$ cat src/rtl/qwt_pkg.sv
// Shared types, codes and constants of the quoted word tokenizer.
// No dependencies; the lexer, queue, top level, checker and testbench import this package.
`default_nettype none

package qwt_pkg;

  localparam int unsigned QDEPTH = 4;
  localparam int unsigned PTR_W  = $clog2(QDEPTH);
  localparam int unsigned CNT_W  = $clog2(QDEPTH + 1);

  localparam logic [6:0] ARG_LIMIT_RST = 7'd32;
  localparam logic [6:0] MAX_LIMIT     = 7'd64;
  localparam logic [7:0] DQUOTE        = 8'h22;
  localparam logic [7:0] SQUOTE        = 8'h27;

  typedef enum logic [2:0] {
    MODE_GAP  = 3'd0,
    MODE_WORD = 3'd1,
    MODE_DQ   = 3'd2,
    MODE_SQ   = 3'd3,
    MODE_STOP = 3'd4
  } mode_e;

  typedef enum logic [1:0] {
    KIND_CHAR = 2'd0,
    KIND_END  = 2'd1,
    KIND_DONE = 2'd2,
    KIND_ERR  = 2'd3
  } kind_e;

  typedef struct packed {
    kind_e      kind;
    logic [7:0] char_out;
    logic [5:0] word_index;
    logic [5:0] word_count;
    logic       last;
  } res_t;

  // Up to two result words produced by one input word
  typedef struct packed {
    logic [1:0] n;
    res_t       r0;
    res_t       r1;
  } push_t;

  function automatic logic is_space(input logic [7:0] c);
    return c inside {8'h20, [8'h09:8'h0D]};
  endfunction

endpackage

`default_nettype wire

$ cat src/rtl/qwt_if.sv
// Valid/ready channel interfaces for the tokenizer input and result streams.
// Depends on nothing; payload widths follow the block's field list.
`default_nettype none

interface qwt_in_if;
  logic       valid;
  logic       ready;
  logic [7:0] char_in;
  logic       end_mark;

  modport source (output valid, char_in, end_mark, input ready);
  modport sink   (input valid, char_in, end_mark, output ready);
endinterface

interface qwt_out_if;
  logic       valid;
  logic       ready;
  logic [1:0] kind;
  logic [7:0] char_out;
  logic [5:0] word_index;
  logic [5:0] word_count;
  logic       last;

  modport source (output valid, kind, char_out, word_index, word_count, last, input ready);
  modport sink   (input valid, kind, char_out, word_index, word_count, last, output ready);
endinterface

`default_nettype wire

$ cat src/rtl/qwt_lexer.sv
// Lexer state (mode, word count, limit register) and per-character result logic.
// Depends on qwt_pkg; feeds zero to two results per accepted word to qwt_outq.
`default_nettype none

module qwt_lexer (
  input  wire logic          clk_i,
  input  wire logic          rst_ni,
  input  wire logic          cfg_we_i,
  input  wire logic [6:0]    cfg_wdata_i,
  input  wire logic          fire_i,
  input  wire logic [7:0]    char_i,
  input  wire logic          end_i,
  output qwt_pkg::push_t     push_o
);
  import qwt_pkg::*;

  mode_e      mode_q, mode_d, m;
  logic [5:0] seen_q, seen_d, s, idx;
  logic [6:0] arg_q, lim;
  logic       go, sp;
  res_t       r0, r1;
  logic [1:0] n;

  always_comb begin
    m      = mode_q;
    s      = seen_q;
    mode_d = mode_q;
    go     = 1'b1;
    n      = 2'd0;
    idx    = 6'd0;
    r0     = '0;
    r1     = '0;
    sp     = is_space(char_i);
    lim    = (arg_q > MAX_LIMIT) ? MAX_LIMIT : arg_q;

    if (end_i) begin
      mode_d        = MODE_GAP;
      r0.word_count = seen_q;
      r1.word_count = seen_q;
      if (mode_q inside {MODE_WORD, MODE_DQ, MODE_SQ}) begin
        r0.kind       = KIND_END;
        r0.word_index = (seen_q == 6'd0) ? 6'd0 : seen_q - 6'd1;
        r1.kind       = (mode_q == MODE_WORD) ? KIND_DONE : KIND_ERR;
        r1.last       = 1'b1;
        n             = 2'd2;
      end else begin
        r0.kind = KIND_DONE;
        r0.last = 1'b1;
        n       = 2'd1;
      end
      s = 6'd0;
    end else begin
      if (m == MODE_GAP) begin
        if (sp) begin
          go = 1'b0;
        end else if ({1'b0, s} + 7'd1 >= lim) begin
          mode_d = MODE_STOP;
          go     = 1'b0;
        end else begin
          s = s + 6'd1;
          m = MODE_WORD;
        end
      end
      idx           = (s == 6'd0) ? 6'd0 : s - 6'd1;
      r0.word_index = idx;
      r0.word_count = s;
      r0.char_out   = char_i;
      r0.last       = 1'b1;
      if (go) begin
        mode_d = m;
        case (m)
          MODE_WORD: begin
            if (char_i == DQUOTE) begin
              mode_d = MODE_DQ;
            end else if (char_i == SQUOTE) begin
              mode_d = MODE_SQ;
            end else if (sp) begin
              r0.kind     = KIND_END;
              r0.char_out = 8'd0;
              n           = 2'd1;
              mode_d      = MODE_GAP;
            end else begin
              n = 2'd1;
            end
          end
          MODE_DQ: begin
            if (char_i == DQUOTE) mode_d = MODE_WORD;
            else                  n = 2'd1;
          end
          MODE_SQ: begin
            if (char_i == SQUOTE) mode_d = MODE_WORD;
            else                  n = 2'd1;
          end
          default: begin
            mode_d = MODE_STOP;
          end
        endcase
      end
    end
    seen_d    = s;
    push_o.n  = fire_i ? n : 2'd0;
    push_o.r0 = r0;
    push_o.r1 = r1;
  end

  always_ff @(posedge clk_i or negedge rst_ni) begin
    if (!rst_ni) begin
      mode_q <= MODE_GAP;
      seen_q <= 6'd0;
      arg_q  <= ARG_LIMIT_RST;
    end else begin
      if (fire_i) begin
        mode_q <= mode_d;
        seen_q <= seen_d;
      end
      if (cfg_we_i) begin
        arg_q <= cfg_wdata_i;
      end
    end
  end

endmodule

`default_nettype wire

$ cat src/rtl/qwt_outq.sv
// Small result queue that takes up to two words per cycle and emits one while ready_i is high.
// Depends on qwt_pkg; sits between qwt_lexer and the result channel.
`default_nettype none

module qwt_outq (
  input  wire logic          clk_i,
  input  wire logic          rst_ni,
  input  wire qwt_pkg::push_t push_i,
  output logic               room_o,
  output logic               valid_o,
  input  wire logic          ready_i,
  output qwt_pkg::res_t      head_o
);
  import qwt_pkg::*;

  res_t             mem_q [QDEPTH];
  logic [PTR_W-1:0] wr_q, rd_q;
  logic [CNT_W-1:0] cnt_q, cnt_d;
  logic             pop;

  assign valid_o = (cnt_q != '0);
  assign pop     = valid_o && ready_i;
  // Leave room for the worst case of two results from the next word
  assign room_o  = (cnt_q <= CNT_W'(QDEPTH - 2));
  assign head_o  = mem_q[rd_q];
  assign cnt_d   = cnt_q + CNT_W'(push_i.n) - CNT_W'(pop);

  always_ff @(posedge clk_i) begin
    if (push_i.n != 2'd0) begin
      mem_q[wr_q] <= push_i.r0;
    end
    if (push_i.n == 2'd2) begin
      mem_q[wr_q + PTR_W'(1)] <= push_i.r1;
    end
  end

  always_ff @(posedge clk_i or negedge rst_ni) begin
    if (!rst_ni) begin
      wr_q  <= '0;
      rd_q  <= '0;
      cnt_q <= '0;
    end else begin
      wr_q  <= wr_q + PTR_W'(push_i.n);
      rd_q  <= rd_q + PTR_W'(pop);
      cnt_q <= cnt_d;
    end
  end

endmodule

`default_nettype wire

$ cat src/rtl/quoted_word_tokenizer_unit.sv
// Top level of the quoted word tokenizer: lexer plus result queue.
// Depends on qwt_pkg, qwt_if, qwt_lexer and qwt_outq.
//
// Takes one character (or end-of-line word) per cycle while input ready is high,
// and splits the line into words, honoring double and single quotes. Each input
// word yields zero, one or two result words, written into the result queue when
// the input is accepted. A four-entry result queue decouples the two sides: input
// ready is high while the queue holds at most two results, so a stream of one
// result per character sustains one character per cycle while the result channel
// is ready, and only an end of line inside a word or a quoted span yields two
// results. Write arg_limit only while the block is idle.
`default_nettype none

module quoted_word_tokenizer_unit (
  input  wire logic       clk_i,
  input  wire logic       rst_ni,
  input  wire logic       cfg_we_i,
  input  wire logic [6:0] cfg_wdata_i,
  qwt_in_if.sink          in_i,
  qwt_out_if.source       out_o
);
  import qwt_pkg::*;

  push_t push;
  res_t  head;
  logic  room;
  logic  fire;

  assign in_i.ready = room;
  assign fire       = in_i.valid && room;

  qwt_lexer u_lexer (
    .clk_i      (clk_i),
    .rst_ni     (rst_ni),
    .cfg_we_i   (cfg_we_i),
    .cfg_wdata_i(cfg_wdata_i),
    .fire_i     (fire),
    .char_i     (in_i.char_in),
    .end_i      (in_i.end_mark),
    .push_o     (push)
  );

  qwt_outq u_outq (
    .clk_i  (clk_i),
    .rst_ni (rst_ni),
    .push_i (push),
    .room_o (room),
    .valid_o(out_o.valid),
    .ready_i(out_o.ready),
    .head_o (head)
  );

  assign out_o.kind       = head.kind;
  assign out_o.char_out   = head.char_out;
  assign out_o.word_index = head.word_index;
  assign out_o.word_count = head.word_count;
  assign out_o.last       = head.last;

endmodule

`default_nettype wire

$ cat src/flat_wrapper.sv
// flat-port wrapper written by rule: the top's interface ports become plain ports
module quoted_word_tokenizer_unit_flat import qwt_pkg::*;
  (clk_i, rst_ni, cfg_we_i, cfg_wdata_i, in_i_valid, in_i_char_in, in_i_end_mark, in_i_ready, out_o_valid, out_o_kind, out_o_char_out, out_o_word_index, out_o_word_count, out_o_last, out_o_ready);
  qwt_in_if in_i_i ();
  qwt_out_if out_o_i ();
  input  wire logic clk_i;
  input  wire logic rst_ni;
  input  wire logic cfg_we_i;
  input  wire logic [6:0] cfg_wdata_i;
  input wire logic [$bits(in_i_i.valid)-1:0] in_i_valid;
  input wire logic [$bits(in_i_i.char_in)-1:0] in_i_char_in;
  input wire logic [$bits(in_i_i.end_mark)-1:0] in_i_end_mark;
  output wire logic [$bits(in_i_i.ready)-1:0] in_i_ready;
  output wire logic [$bits(out_o_i.valid)-1:0] out_o_valid;
  output wire logic [$bits(out_o_i.kind)-1:0] out_o_kind;
  output wire logic [$bits(out_o_i.char_out)-1:0] out_o_char_out;
  output wire logic [$bits(out_o_i.word_index)-1:0] out_o_word_index;
  output wire logic [$bits(out_o_i.word_count)-1:0] out_o_word_count;
  output wire logic [$bits(out_o_i.last)-1:0] out_o_last;
  input wire logic [$bits(out_o_i.ready)-1:0] out_o_ready;
  assign in_i_i.valid = in_i_valid;
  assign in_i_i.char_in = in_i_char_in;
  assign in_i_i.end_mark = in_i_end_mark;
  assign in_i_ready = in_i_i.ready;
  assign out_o_valid = out_o_i.valid;
  assign out_o_kind = out_o_i.kind;
  assign out_o_char_out = out_o_i.char_out;
  assign out_o_word_index = out_o_i.word_index;
  assign out_o_word_count = out_o_i.word_count;
  assign out_o_last = out_o_i.last;
  assign out_o_i.ready = out_o_ready;
  quoted_word_tokenizer_unit u_core (.clk_i(clk_i), .rst_ni(rst_ni), .cfg_we_i(cfg_we_i), .cfg_wdata_i(cfg_wdata_i), .in_i(in_i_i), .out_o(out_o_i));
endmodule
$ cat config.mk
export PLATFORM = sky130hd
export DESIGN_NAME = quoted_word_tokenizer_unit_flat
export DESIGN_NICKNAME = d
export VERILOG_FILES = /design/src/rtl/qwt_pkg.sv /design/src/rtl/qwt_if.sv /design/src/rtl/qwt_lexer.sv /design/src/rtl/qwt_outq.sv /design/src/rtl/quoted_word_tokenizer_unit.sv /design/src/flat_wrapper.sv
export SDC_FILE = /design/constraint.sdc
export NUM_CORES = 1
export LEC_CHECK = 0
export ABC_AREA = 1
export CORE_UTILIZATION = 40
export CTS_CLUSTER_SIZE = 40
export DETAILED_ROUTE_END_ITERATION = 16
export DONT_BUFFER_PORTS = 1
export PLACE_DENSITY = 0.64
export SYNTH_ARGS = -nofsm -noshare
export SYNTH_HDL_FRONTEND = slang
export SYNTH_SLANG_ARGS = --single-unit
$ cat constraint.sdc
create_clock -name clk_i -period 6.1 [get_ports clk_i]
set_input_delay 0.305 -clock clk_i [delete_from_list [all_inputs] [get_ports clk_i]]
set_output_delay 0.305 -clock clk_i [all_outputs]
set_load 0.1 [all_outputs]
Word-level counts from Yosys, hierarchy flattened. Memory sizes are Yosys's and may differ from the RTL's. Cells that the tools add are included.

Register bits after elaboration: 23. RAM bits: 92. Input port bits: 21. Output and inout bits: 25. Word-level logic and storage cells: 100. Memories: 1.

Memory list: u_core.u_outq.mem_q (depth 4, bits a word 23, read ports 1, clocked after Yosys merged registers in 0, write ports 2, line qwt_outq.sv:16) `res_t mem_q [QDEPTH];`.

Add/subtract/negate cells: 9. Order comparisons: 5. Equal/unequal tests: 11. Muxes and demuxes: 55. Reduce and logical (&&, ||, !) cells: 13.

Operators by type and width (number): two-way mux 6 bit (8); two-way mux 9 bit (5); two-way mux 3 bit (14); equality test 8 x 6 -> 1 bit, second input constant (3); two-way mux 2 bit (9); two-way mux 7 bit (2); two-way mux 1 bit (13); two-way mux 13 bit (1); equality test 3 x 2 -> 1 bit, second input constant (4); zero test 6 bit (2); nonzero test 3 bit (4); subtractor 6 x 1 -> 6 bit, second input constant (2); case mux 3 bit (3 select lines) (1); >= comparator 8 x 4 -> 1 bit, second input constant (1); less-or-equal comparator 8 x 4 -> 1 bit, second input constant (1); two-way mux 8 bit (1); adder 6 x 1 -> 7 bit, second input constant (1); >= comparator 7 bit (1); greater-than comparator 7 bit, second input constant (1); adder 6 x 1 -> 6 bit, second input constant (1); equality test 3 x 1 -> 1 bit, second input constant (2); case mux 2 bit (3 select lines) (1); AND reduction 4 bit (1); nonzero test 2 bit (2); other kinds (10) (12).

Logic depth before layout (Yosys ltp). Gate-level depths: netlist of run 1.

Depth in word-level cells: 15. Depth in mapped cells: 30. Gate-level depth less buffers: 29.

By module. A second synthesis of run 1 with hierarchy kept.

Cell total of the unflattened synthesis: 843. Area total of the unflattened synthesis: 7108.1 sq um.

By module, submodules not included: qwt_outq (instances 1, cells each 534, area each 5171.2 sq um, seq. area each 2937.8 sq um); qwt_lexer (instances 1, cells each 307, area each 1929.4 sq um, seq. area each 401.6 sq um); quoted_word_tokenizer_unit (instances 1, cells each 2, area each 7.5 sq um, seq. area each 0.0 sq um).

Worst setup path before layout of run 1. OpenSTA, ideal clock, no wires.

Path kind: register to register. Start point: register u_core.u_outq.cnt_q[0]. End point: register u_core.u_outq.cnt_q[2]. Setup time: 129 ps. Arrival: 3910 ps. Required time: 5971 ps. Slack: 2061 ps. Stages on the path, launching flop included: 14. Path buffers: 0. Period minus slack after synthesis: 4039 ps. Cell sequence: dfrtp_1 -> a21oi_1 -> nand2_1 -> inv_1 -> nand2_1 -> inv_1 -> nand2_1 -> ha_1 -> inv_1 -> ha_1 -> inv_1 -> fa_1 -> xnor2_1 -> xor2_1.

Longest elaborated chain between the ends: 5. Elaborated cells between the ends (all ways): 7. Those cells by class: 2 x add/sub; 1 x order compare; 1 x mux; 3 x reduce/logical.

Ends and longest elaborated chain: from (decl) (line qwt_outq.sv:18) `logic [CNT_W-1:0] cnt_q, cnt_d;`; from (signal assigned) (line qwt_outq.sv:45) `cnt_q <= cnt_d;`; less-or-equal comparator 3 x 2 -> 1 bit (line qwt_outq.sv:24) `assign room_o = (cnt_q <= CNT_W'(QDEPTH - 2));`; net in_i_ready (line flat_wrapper.sv:13) `output wire logic [$bits(in_i_i.ready)-1:0] in_i_ready;`; logical AND 1 bit (line quoted_word_tokenizer_unit.sv:30) `assign fire = in_i.valid && room;`; two-way mux 2 bit (line qwt_lexer.sv:101) `push_o.n = fire_i ? n : 2'd0;`; adder 3 x 2 -> 3 bit (line qwt_outq.sv:26) `assign cnt_d = cnt_q + CNT_W'(push_i.n) - CNT_W'(pop);`; subtractor 3 x 1 -> 3 bit (line qwt_outq.sv:26); net u_core.u_outq.cnt_d[2] (line qwt_outq.sv:18).

The timed path passes the listed nets, and every way through them passes these cells. A chain may end at the register's enable or synchronous reset.

Worst setup path after layout of run 1.
Start point: register u_core.u_lexer.seen_q[0]. End point: register u_core.u_outq.cnt_q[2].

Longest elaborated chain between the ends: 13. Elaborated cells between the ends (all ways): 19. Those cells by class: 3 x add/sub; 1 x order compare; 3 x eq/ne; 12 x mux.

Ends and longest elaborated chain: from (decl) (line qwt_lexer.sv:18) `logic [5:0] seen_q, seen_d, s, idx;`; from (signal assigned) (line qwt_lexer.sv:114) `seen_q <= seen_d;`; adder 6 x 1 -> 7 bit (*) (line qwt_lexer.sv:56) `end else if ({1'b0, s} + 7'd1 >= lim) begin`; >= comparator 7 bit (*) (line qwt_lexer.sv:56); two-way mux 3 bit (line qwt_lexer.sv:56); two-way mux 3 bit (line qwt_lexer.sv:54) `if (sp) begin`; two-way mux 3 bit (line qwt_lexer.sv:53) `if (m == MODE_GAP) begin`; two-way mux 3 bit (line qwt_lexer.sv:36) `if (end_i) begin`; equality test 3 x 2 -> 1 bit / equality test 3 x 1 -> 1 bit (equally long branches) (line qwt_lexer.sv:71) `case (m)`; case mux 2 bit (3 select lines) (line qwt_lexer.sv:71); two-way mux 2 bit (*) (line qwt_lexer.sv:69) `if (go) begin`; two-way mux 2 bit (*) (line qwt_lexer.sv:36); two-way mux 2 bit (*) (line qwt_lexer.sv:101); adder 3 x 2 -> 3 bit (*) (line qwt_outq.sv:26); subtractor 3 x 1 -> 3 bit (*) (line qwt_outq.sv:26); net u_core.u_outq.cnt_d[2] (line qwt_outq.sv:18).

The timed path passes the listed nets; every way through them passes the cells marked *. The select of a mux whose other input is x is not followed.

==> results.json, run 1 <==
{
  "finalCriticalPeriod_ps": 3975,
  "finalMaxSlewViolations": 0,
  "grt_pass1_wl_mm": 23.74,
  "gr-total-overflow": 0,
  "vias": 4952,
  "cts_tree": "built",
  "synth_nets": 814,
  "wirelength_mm": 14.47,
  "hp-class": "input pin to flip-flop",
  "postCtsSetupBuffers": 0,
  "path_common_cell": "nand2_1",
  "avgSynthCellArea_um2": 7.845,
  "synthSimpleGateAreaFrac_pct": 28.69,
  "setup_violations": 0,
  "nNetsFinal": 810,
  "synth_compound_area_share_pct": 11.32,
  "worst_setup_path_start_kind": "flip-flop",
  "via_per_inst": 5.121,
  "first_global_vias": 4681,
  "path_class": "flip-flop to flip-flop",
  "grtUsageTotal_pct": 19.55,
  "synthAdderAreaFrac_pct": 3.828,
  "synthFlopType": "dfxtp_1",
  "synth_seq_cells": 115,
  "fillers": 1412,
  "antenna_found_initial": 0,
  "ys_async_sr_fraction_pct": 20.00,
  "worst_pin_slew_ps": 1210,
  "violations": "design-rule violations",
  "yosysWarnings": 0,
  "fp-row-count": 44,
  "fmax_ghz": 0.2516,
  "tns_ps": 0,
  "rsz0062_at_grt": "no",
  "drtPass1Iterations": 10,
  "clkLatencyLatePin_ps": 420,
  "synth.distinct_cells": 42,
  "cp-end-kind": "flip-flop",
  "synth-xor-area-share_pct": 2.017,
  "drtIter0Drc": 391,
  "cp.arrival_ps": 4320,
  "clock-root-buffer": "clkbuf_16",
  "final_common_cell": "nand2_1",
  "cts.sink_count": 115,
  "post_drt_wl_per_cell_um": 14.97,
  "routabilityCongestion": 0.8701,
  "h-tree-depth": 4,
  "seq_area_frac_synth_pct": 45.71,
  "hpwl_mm": 9.799,
  "multi_input_area_mm2": 0.002980,
  "die_h_um": 125.3,
  "synth_cells": 775,
  "cts_buffers": 17,
  "die-area_mm2": 0.01570,
  "antennaDiodeCount": 0,
  "pin_count": 46,
  "maxCapViolations": 0,
  "regArea_mm2": 0.002779,
  "required_ps": 6440,
  "period_share_pct": 65.16,
  "drive_gt1_share_pct": 14.30,
  "hold_viol": 0,
  "relSlewSlack_pct": 19.50,
  "path_clk_slew_ps": 50,
  "syn_area_mm2": 0.006080,
  "fp.dieW_um": 125.3,
  "synth_edf_count": 36,
  "synth_top_family_by_area": "simple AND/OR/NAND/NOR gates",
  "crit_fanout": 7,
  "final_cell_mix": "250 x nand2_1, 100 x nor2_1, 69 x o21ai_0",
  "area_growth_pct": 13.87,
  "clockBufferDepth": 2,
  "crit_slowest_cell": "dfrtp_1",
  "io_buffers": 0,
  "synth_mux_area_share_pct": 0.7409,
  "drc": 1,
  "status": "finished with violations",
  "cp_slowest_stage_delay_ps": 440,
  "grt_max_degree": 48,
  "skew_ps": 8.857,
  "ant_nets": 0,
  "core_mm2": 0.01470,
  "start_util_pct": 41.36
}
flip-flops by register name, summed over array words and instances (netlist names):
register               flops
u_core.u_lexer.seen_q      6
u_core.u_outq.cnt_q        3
u_core.u_lexer.mode_q      3
u_core.u_outq.wr_q         2
u_core.u_lexer.arg_q       7
u_core.u_outq.mem_q       92
u_core.u_outq.rd_q         2
through the flow:
step / utilization [%] / setup slack [ps] / hold WS [ps] / cell area, um2 / std cells
floorplan: - / 2061 / 9.409 / 6080 / 775
global placement: 42.67 / 2220 / 10.18 / 6272 / 931
detailed placement: 42.67 / 2130 / 10.02 / 6272 / 931
CTS: 47.10 / 2106 / 1.452 / 6923 / 967
global route: 47.10 / 1771 / 0.2749 / 6923 / 967
finish: 47.10 / 2125 / 8.006 / 6923 / 967
layout make-up:
cell class | instances | area share, %
clock buffers | 24 | 7.555
clock inverters | 7 | 0.9760
inverters | 65 | 3.759
multi-input cells | 564 | 43.05
flip-flops and latches | 115 | 40.14
well taps | 184 | 3.326
repair buffers | 8 | 1.193
cells in the mapped netlist (all sizes together) (2+ instances only):
library cell	n	area [um2]
clkbuf	18	67.56
nand2	270	1094
mux2	4	45.04
o31ai	3	22.52
nand3	24	187.7
edfxtp	36	1081
o211ai	2	15.01
o21ai	71	359.1
dfxtp	56	1121
nor2	107	432.9
buf	13	140.1
inv	63	239.0
dfrtp	22	550.5
ha	17	212.7
o22ai	28	175.2
nor4	2	12.51
a21oi	14	85.09
xnor2	2	17.52
nand4	2	12.51
xor2	12	105.1
worst paths after layout:
path | cells after the start | start | end | slack, ps
max in group asynchronous | 2 | rst_ni | u_core.u_lexer.arg_q[5] | 5550
setup reg to reg | 28 | u_core.u_lexer.seen_q[0] | u_core.u_outq.cnt_q[2] | 2130
setup / recovery | 28 | u_core.u_lexer.seen_q[0] | u_core.u_outq.cnt_q[2] | 2130
min in group asynchronous | 2 | rst_ni | u_core.u_lexer.seen_q[4] | 320
hold / removal | 2 | cfg_we_i | u_core.u_lexer.arg_q[6] | 8
hold reg to reg | 2 | u_core.u_outq.mem_q[1][13] | u_core.u_outq.mem_q[1][13] | 440
worst max-delay path: cells and delay by family (launching register included):
| kind | cells | cell delay [ps] |
|---|---|---|
| xor+xnor | 3 | 520 |
| fa+ha+maj | 5 | 1360 |
| buf+inv | 6 | 430 |
| flops | 1 | 440 |
| simple gates | 14 | 1190 |
layer usage:
metal | vias up | GRT usage, % | wire length [um]
met1 | 2336 | 25.59 | 6959
li1 | 2498 | - | -
met2 | 103 | 31.55 | 6719
met3 | 15 | 4.707 | 644
met5 | - | 0 | 0
met4 | 0 | 6.887 | 150
timing repair:
action                    4_1_cts  5_1_grt
hold buffers                    5        0
gates resized for setup         0        0
hold endpoints to repair       27        0
logic make-up (layout without fill, tap and decap cells):
| kind of cell | count (synthesis) | count (layout) |
|---|---|---|
| flops | 115 | 115 |
| buf+inv | 96 | 104 |
| compound gates | 122 | 122 |
| xor+xnor | 14 | 14 |
| fa+ha+maj | 18 | 18 |
| simple gates | 406 | 406 |
| mux | 4 | 4 |
Power of run 1 is not shown: default switching activity piles up to over one toggle a cycle in this logic, so the estimate is an artifact.
==> inputs of run 2 (changes only) <==
Clock period 6.1 ns to 3.7 ns, I/O delays scaled along.
==> run 2 against run 1 <==
The run now ends clean. Core utilization up 3.0 points. Register-to-register slack worse by 2000 ps. Via count rose by 3.4%. Critical endpoint unchanged. Largest cell class unchanged.
==> results.json, run 2 (synthesis results as in run 1) <==
{
  "first_global_vias": 4861,
  "required_ps": 4000,
  "drc": 0,
  "worst_slack_ps": 138.1,
  "drtIter0Drc": 393,
  "antenna_found_initial": 0,
  "hp-class": "input pin to flip-flop",
  "ant_nets": 0,
  "final_cell_mix": "237 x nand2_1, 98 x nor2_1, 69 x o21ai_0",
  "fillers": 1393,
  "path_common_cell": "nand2_2",
  "area_growth_pct": 21.16,
  "worst_pin_slew_ps": 891.6,
  "drtPass1Iterations": 7,
  "fp-row-count": 44,
  "antennaDiodeCount": 0,
  "clock-root-buffer": "clkbuf_16",
  "cp.arrival_ps": 3860,
  "die-area_mm2": 0.01570,
  "grt_pass1_wl_mm": 25.03,
  "startpoint": "u_core.u_lexer.arg_q[2]",
  "holdCritStartpoint": "in_i_valid",
  "fmax_ghz": 0.2808,
  "crit_slowest_cell": "dfrtp_1",
  "reg_top3": "u_core.u_outq.mem_q x92, u_core.u_lexer.arg_q x7, u_core.u_lexer.seen_q x6",
  "setup_violations": 0,
  "largest_register": "u_core.u_outq.mem_q",
  "status": "finished clean",
  "path_clk_slew_ps": 60,
  "timing.rr.start": "u_core.u_lexer.arg_q[2]",
  "dpl_worst_slack_ps": -27.60,
  "largest_reg_flops": 92,
  "core_mm2": 0.01470,
  "via_per_inst": 5.076,
  "period_share_pct": 96.27,
  "io_buffers": 0,
  "cts_tree": "built",
  "worst_setup_path_start_kind": "flip-flop",
  "final_common_cell": "nand2_1",
  "finalMaxSlewViolations": 0,
  "fp.dieW_um": 125.3,
  "cts.sink_count": 115,
  "routabilityCongestion": 0.8585,
  "start_util_pct": 41.36,
  "post_drt_wl_per_cell_um": 15.06,
  "path_class": "flip-flop to flip-flop",
  "regArea_mm2": 0.002779,
  "cp_slowest_stage_delay_ps": 400,
  "cp-end-kind": "flip-flop",
  "nNetsFinal": 851,
  "maxCapViolations": 0,
  "vias": 5122,
  "grtUsageTotal_pct": 20.50,
  "pin_count": 46,
  "wirelength_mm": 15.19,
  "clockBufferDepth": 2,
  "cts_buffers": 17,
  "die_h_um": 125.3,
  "finalCriticalPeriod_ps": 3562,
  "h-tree-depth": 4,
  "clkLatencyLatePin_ps": 420,
  "hpwl_mm": 9.701,
  "skew_ps": 8.904,
  "relSlewSlack_pct": 40.41,
  "gr-total-overflow": 0,
  "crit_fanout": 4,
  "grt_max_degree": 48,
  "drive_gt1_share_pct": 20.97,
  "multi_input_area_mm2": 0.003109,
  "hold_viol": 0
}
-- run 2: critical path: cells and delay by family (launching register included) --
kind / cells / cell delay, ps
xor gates and xnor gates: 2 / 290
adders and majority gates: 4 / 1000
buffers and inverters: 6 / 310
DFF: 1 / 400
and+or+nand+nor: 16 / 1440
-- run 2: cell type report --
class	count	area share, %
Clock buffer	26	7.372
Multi-Input combinational cell	564	42.21
Timing Repair Buffer	49	5.504
Tap cell	184	3.126
Sequential cell	115	37.73
Clock inverter	6	0.5266
Inverter	65	3.533
-- run 2: stage by stage --
stage               hold WS, ps  instance area, um2  TNS, ps  cells  utilization [%]
floorplan                -110.6                6083        0    775                -
global placement         -110.0                6505        0    962            44.25
detailed placement       -109.7                6505   -27.60    962            44.25
CTS                       16.89                7212        0   1005            49.06
global route              26.23                7366   -91.57   1009            50.11
finish                    25.06                7366        0   1009            50.11
-- run 2: metal layers --
| layer | vias up | GRT usage [%] | part of all wire (%) |
|---|---|---|---|
| li1 | 2580 | - | - |
| met1 | 2394 | 27.17 | 47 |
| met2 | 130 | 32.80 | 46 |
| met3 | 18 | 4.579 | 5.3 |
| met4 | 0 | 7.532 | 1.3 |
| met5 | - | 0 | 0 |
-- run 2: timing repair --
item                                    4_1_cts  5_1_grt
hold endpoints to repair                     45        0
gates cloned                                  0        0
endpoints found under the setup margin        1        4
hold buffers                                 11        0
resized for setup                             2       29
pin swaps                                     3       18
buffers inserted                              0        4
-- run 2: path summary, 6_finish.rpt --
check / end / cells after the start / slack, ps
hold / removal: u_core.u_lexer.seen_q[5] / 2 / 30
min in group asynchronous: u_core.u_outq.cnt_q[0] / 2 / 190
hold reg to reg: u_core.u_outq.mem_q[0][18] / 2 / 440
setup / recovery: u_core.u_outq.cnt_q[2] / 28 / 140
setup reg to reg: u_core.u_outq.cnt_q[2] / 28 / 140
max in group asynchronous: u_core.u_lexer.arg_q[5] / 2 / 3280
Power of run 2 is left out for the same reason.
==> inputs of run 3 (changes only) <==
==> constraint.sdc (replaced) <==
create_clock -name clk_i -period 3.7 [get_ports clk_i]
set_input_delay 0.74 -clock clk_i [delete_from_list [all_inputs] [get_ports clk_i]]
set_output_delay 0.74 -clock clk_i [all_outputs]
set_load 0.1 [all_outputs]
==> run 3 against run 2 <==
Via count decreased by 1.0%. Hold slack got worse by 9.2 ps. Global-route usage decreased by 0.88 points. Flip-flop and latch count unchanged. Maximum frequency increased by 0.52%. Non-clock buffer count decreased by 7. Largest cell class unchanged. Die area unchanged. Clock skew decreased by 1.1 ps. First-iteration DRC count increased by 7.9%.
==> results.json, run 3 (synthesis results as in run 1) <==
{
  "cts.sink_count": 115,
  "required_ps": 4000,
  "grt_max_degree": 48,
  "routedLengthMet1_mm": 6.990,
  "hold_viol": 0,
  "setup_violations": 0,
  "io_buffers": 0,
  "cts_tree": "built",
  "h-tree-depth": 4,
  "finalCriticalPeriod_ps": 3543,
  "wl_met3_um": 667,
  "vias": 5070,
  "die-area_mm2": 0.01570,
  "via_per_inst": 5.060,
  "relSlewSlack_pct": 30.42,
  "grtUsageTotal_pct": 19.62,
  "wirelength_mm": 14.78,
  "layout.cells.non_filler": 1002,
  "cp.arrival_ps": 3840,
  "fp.dieW_um": 125.3,
  "post_drt_wl_per_cell_um": 14.75,
  "wl_met2_mm": 6.976,
  "final_common_cell": "nand2_1",
  "maxCapViolations": 0,
  "worst_pin_slew_ps": 1037,
  "startpoint": "u_core.u_lexer.arg_q[2]",
  "routabilityCongestion": 0.8697,
  "cp_slowest_stage_delay_ps": 410,
  "dr.max_layer_used": "met4",
  "fp-row-count": 44,
  "ant_nets": 0,
  "timing.rr.start": "u_core.u_lexer.arg_q[2]",
  "nNetsFinal": 844,
  "final_cell_mix": "238 x nand2_1, 99 x nor2_1, 69 x o21ai_0",
  "drc": 0,
  "antenna_found_initial": 0,
  "drtIter0Drc": 424,
  "area_growth_pct": 24.47,
  "path_common_cell": "nand2_2",
  "largest_reg_flops": 92,
  "skew_ps": 7.836,
  "hp-class": "input pin to asynchronous set/reset pin",
  "clkLatencyLatePin_ps": 420,
  "status": "finished clean",
  "reg2reg_slack_ps": 160,
  "finalMaxSlewViolations": 0,
  "drtPass1Iterations": 7,
  "die_h_um": 125.3,
  "start_util_pct": 41.36,
  "path_class": "flip-flop to flip-flop",
  "drive_gt1_share_pct": 21.52,
  "fmax_ghz": 0.2822,
  "grt_pass1_wl_mm": 23.78,
  "cp-end-kind": "flip-flop",
  "crit_slowest_cell": "dfrtp_1",
  "core_mm2": 0.01470,
  "crit_fanout": 4,
  "first_global_vias": 4686,
  "cts_buffers": 17,
  "antennaDiodeCount": 0,
  "pin_count": 46,
  "path_clk_slew_ps": 50,
  "reg_top3": "u_core.u_outq.mem_q x92, u_core.u_lexer.arg_q x7, u_core.u_lexer.seen_q x6",
  "worst_setup_path_start_kind": "flip-flop",
  "clockBufferDepth": 2,
  "gr-total-overflow": 0,
  "clock-root-buffer": "clkbuf_16",
  "dp_cells": 965,
  "period_share_pct": 95.77,
  "largest_register": "u_core.u_outq.mem_q",
  "hpwl_mm": 9.593
}
==> run 3: changes by cell type in the layout (fill, tap and decap cells not counted), sizes merged <==
| cell | change |
|---|---|
| inv | +3 |
| bufinv | +1 |
| clkbuf | -6 |
| dlygate4sd3 | -7 |
| clkinv | +2 |
==> run 3: path summary, 6_finish.rpt <==
| check | to | cells after the start |
|---|---|---|
| min reg2reg | u_core.u_outq.mem_q[2][17] | 2 |
| max in group asynchronous | u_core.u_lexer.mode_q[2] | 1 |
| min | u_core.u_outq.rd_q[1] | 0 |
| max | u_core.u_outq.cnt_q[2] | 28 |
| max reg2reg | u_core.u_outq.cnt_q[2] | 28 |
| min in group clk_i | u_core.u_lexer.mode_q[1] | 1 |
==> run 3: metal layers <==
layer	global-route usage, %	vias to the layer above
met4	8.106	0
met5	0	-
li1	-	2579
met3	4.322	13
met1	26.06	2362
met2	30.96	116
==> run 3: stage by stage <==
step	area [um2]	setup TNS, ps	utilization [%]	worst slack, ps	hold WS [ps]
after floorplan	6083	0	-	43.87	413.6
after global placement	6815	0	46.37	115.9	423.6
after detailed placement	6815	0	46.37	65.88	426.8
after CTS	7403	0	50.37	32.44	0.3835
after global routing	7567	-15.40	51.48	-15.40	2.732
final	7567	0	51.48	156.5	15.85
==> run 3: area by class of cell <==
| cell class | count | area (um2) |
|---|---|---|
| fill | 1362 | 7132 |
| multi-input combinational | 564 | 3109 |
| sequential | 115 | 2779 |
| timing repair buffer | 42 | 610.6 |
| clock buffer | 20 | 478.0 |
| inverter | 65 | 260.3 |
| tap | 184 | 230.2 |
| clock inverter | 12 | 100.1 |
==> run 3: critical path: cells and delay by family (launching register included) <==
kind / cells / cell delay, ps
buffers and inverters: 5 / 260
adders and majority gates: 4 / 970
and+or+nand+nor: 17 / 1480
DFF: 1 / 410
xor gates and xnor gates: 2 / 310
==> run 3: repair_timing <==
| action | CTS | global route |
|---|---|---|
| setup endpoints to repair | 0 | 2 |
| buffers inserted | 0 | 2 |
| endpoints found under the hold margin | 14 | 6 |
| hold buffers | 1 | 2 |
| gates resized for setup | 0 | 30 |
Power of run 3 is left out for the same reason.
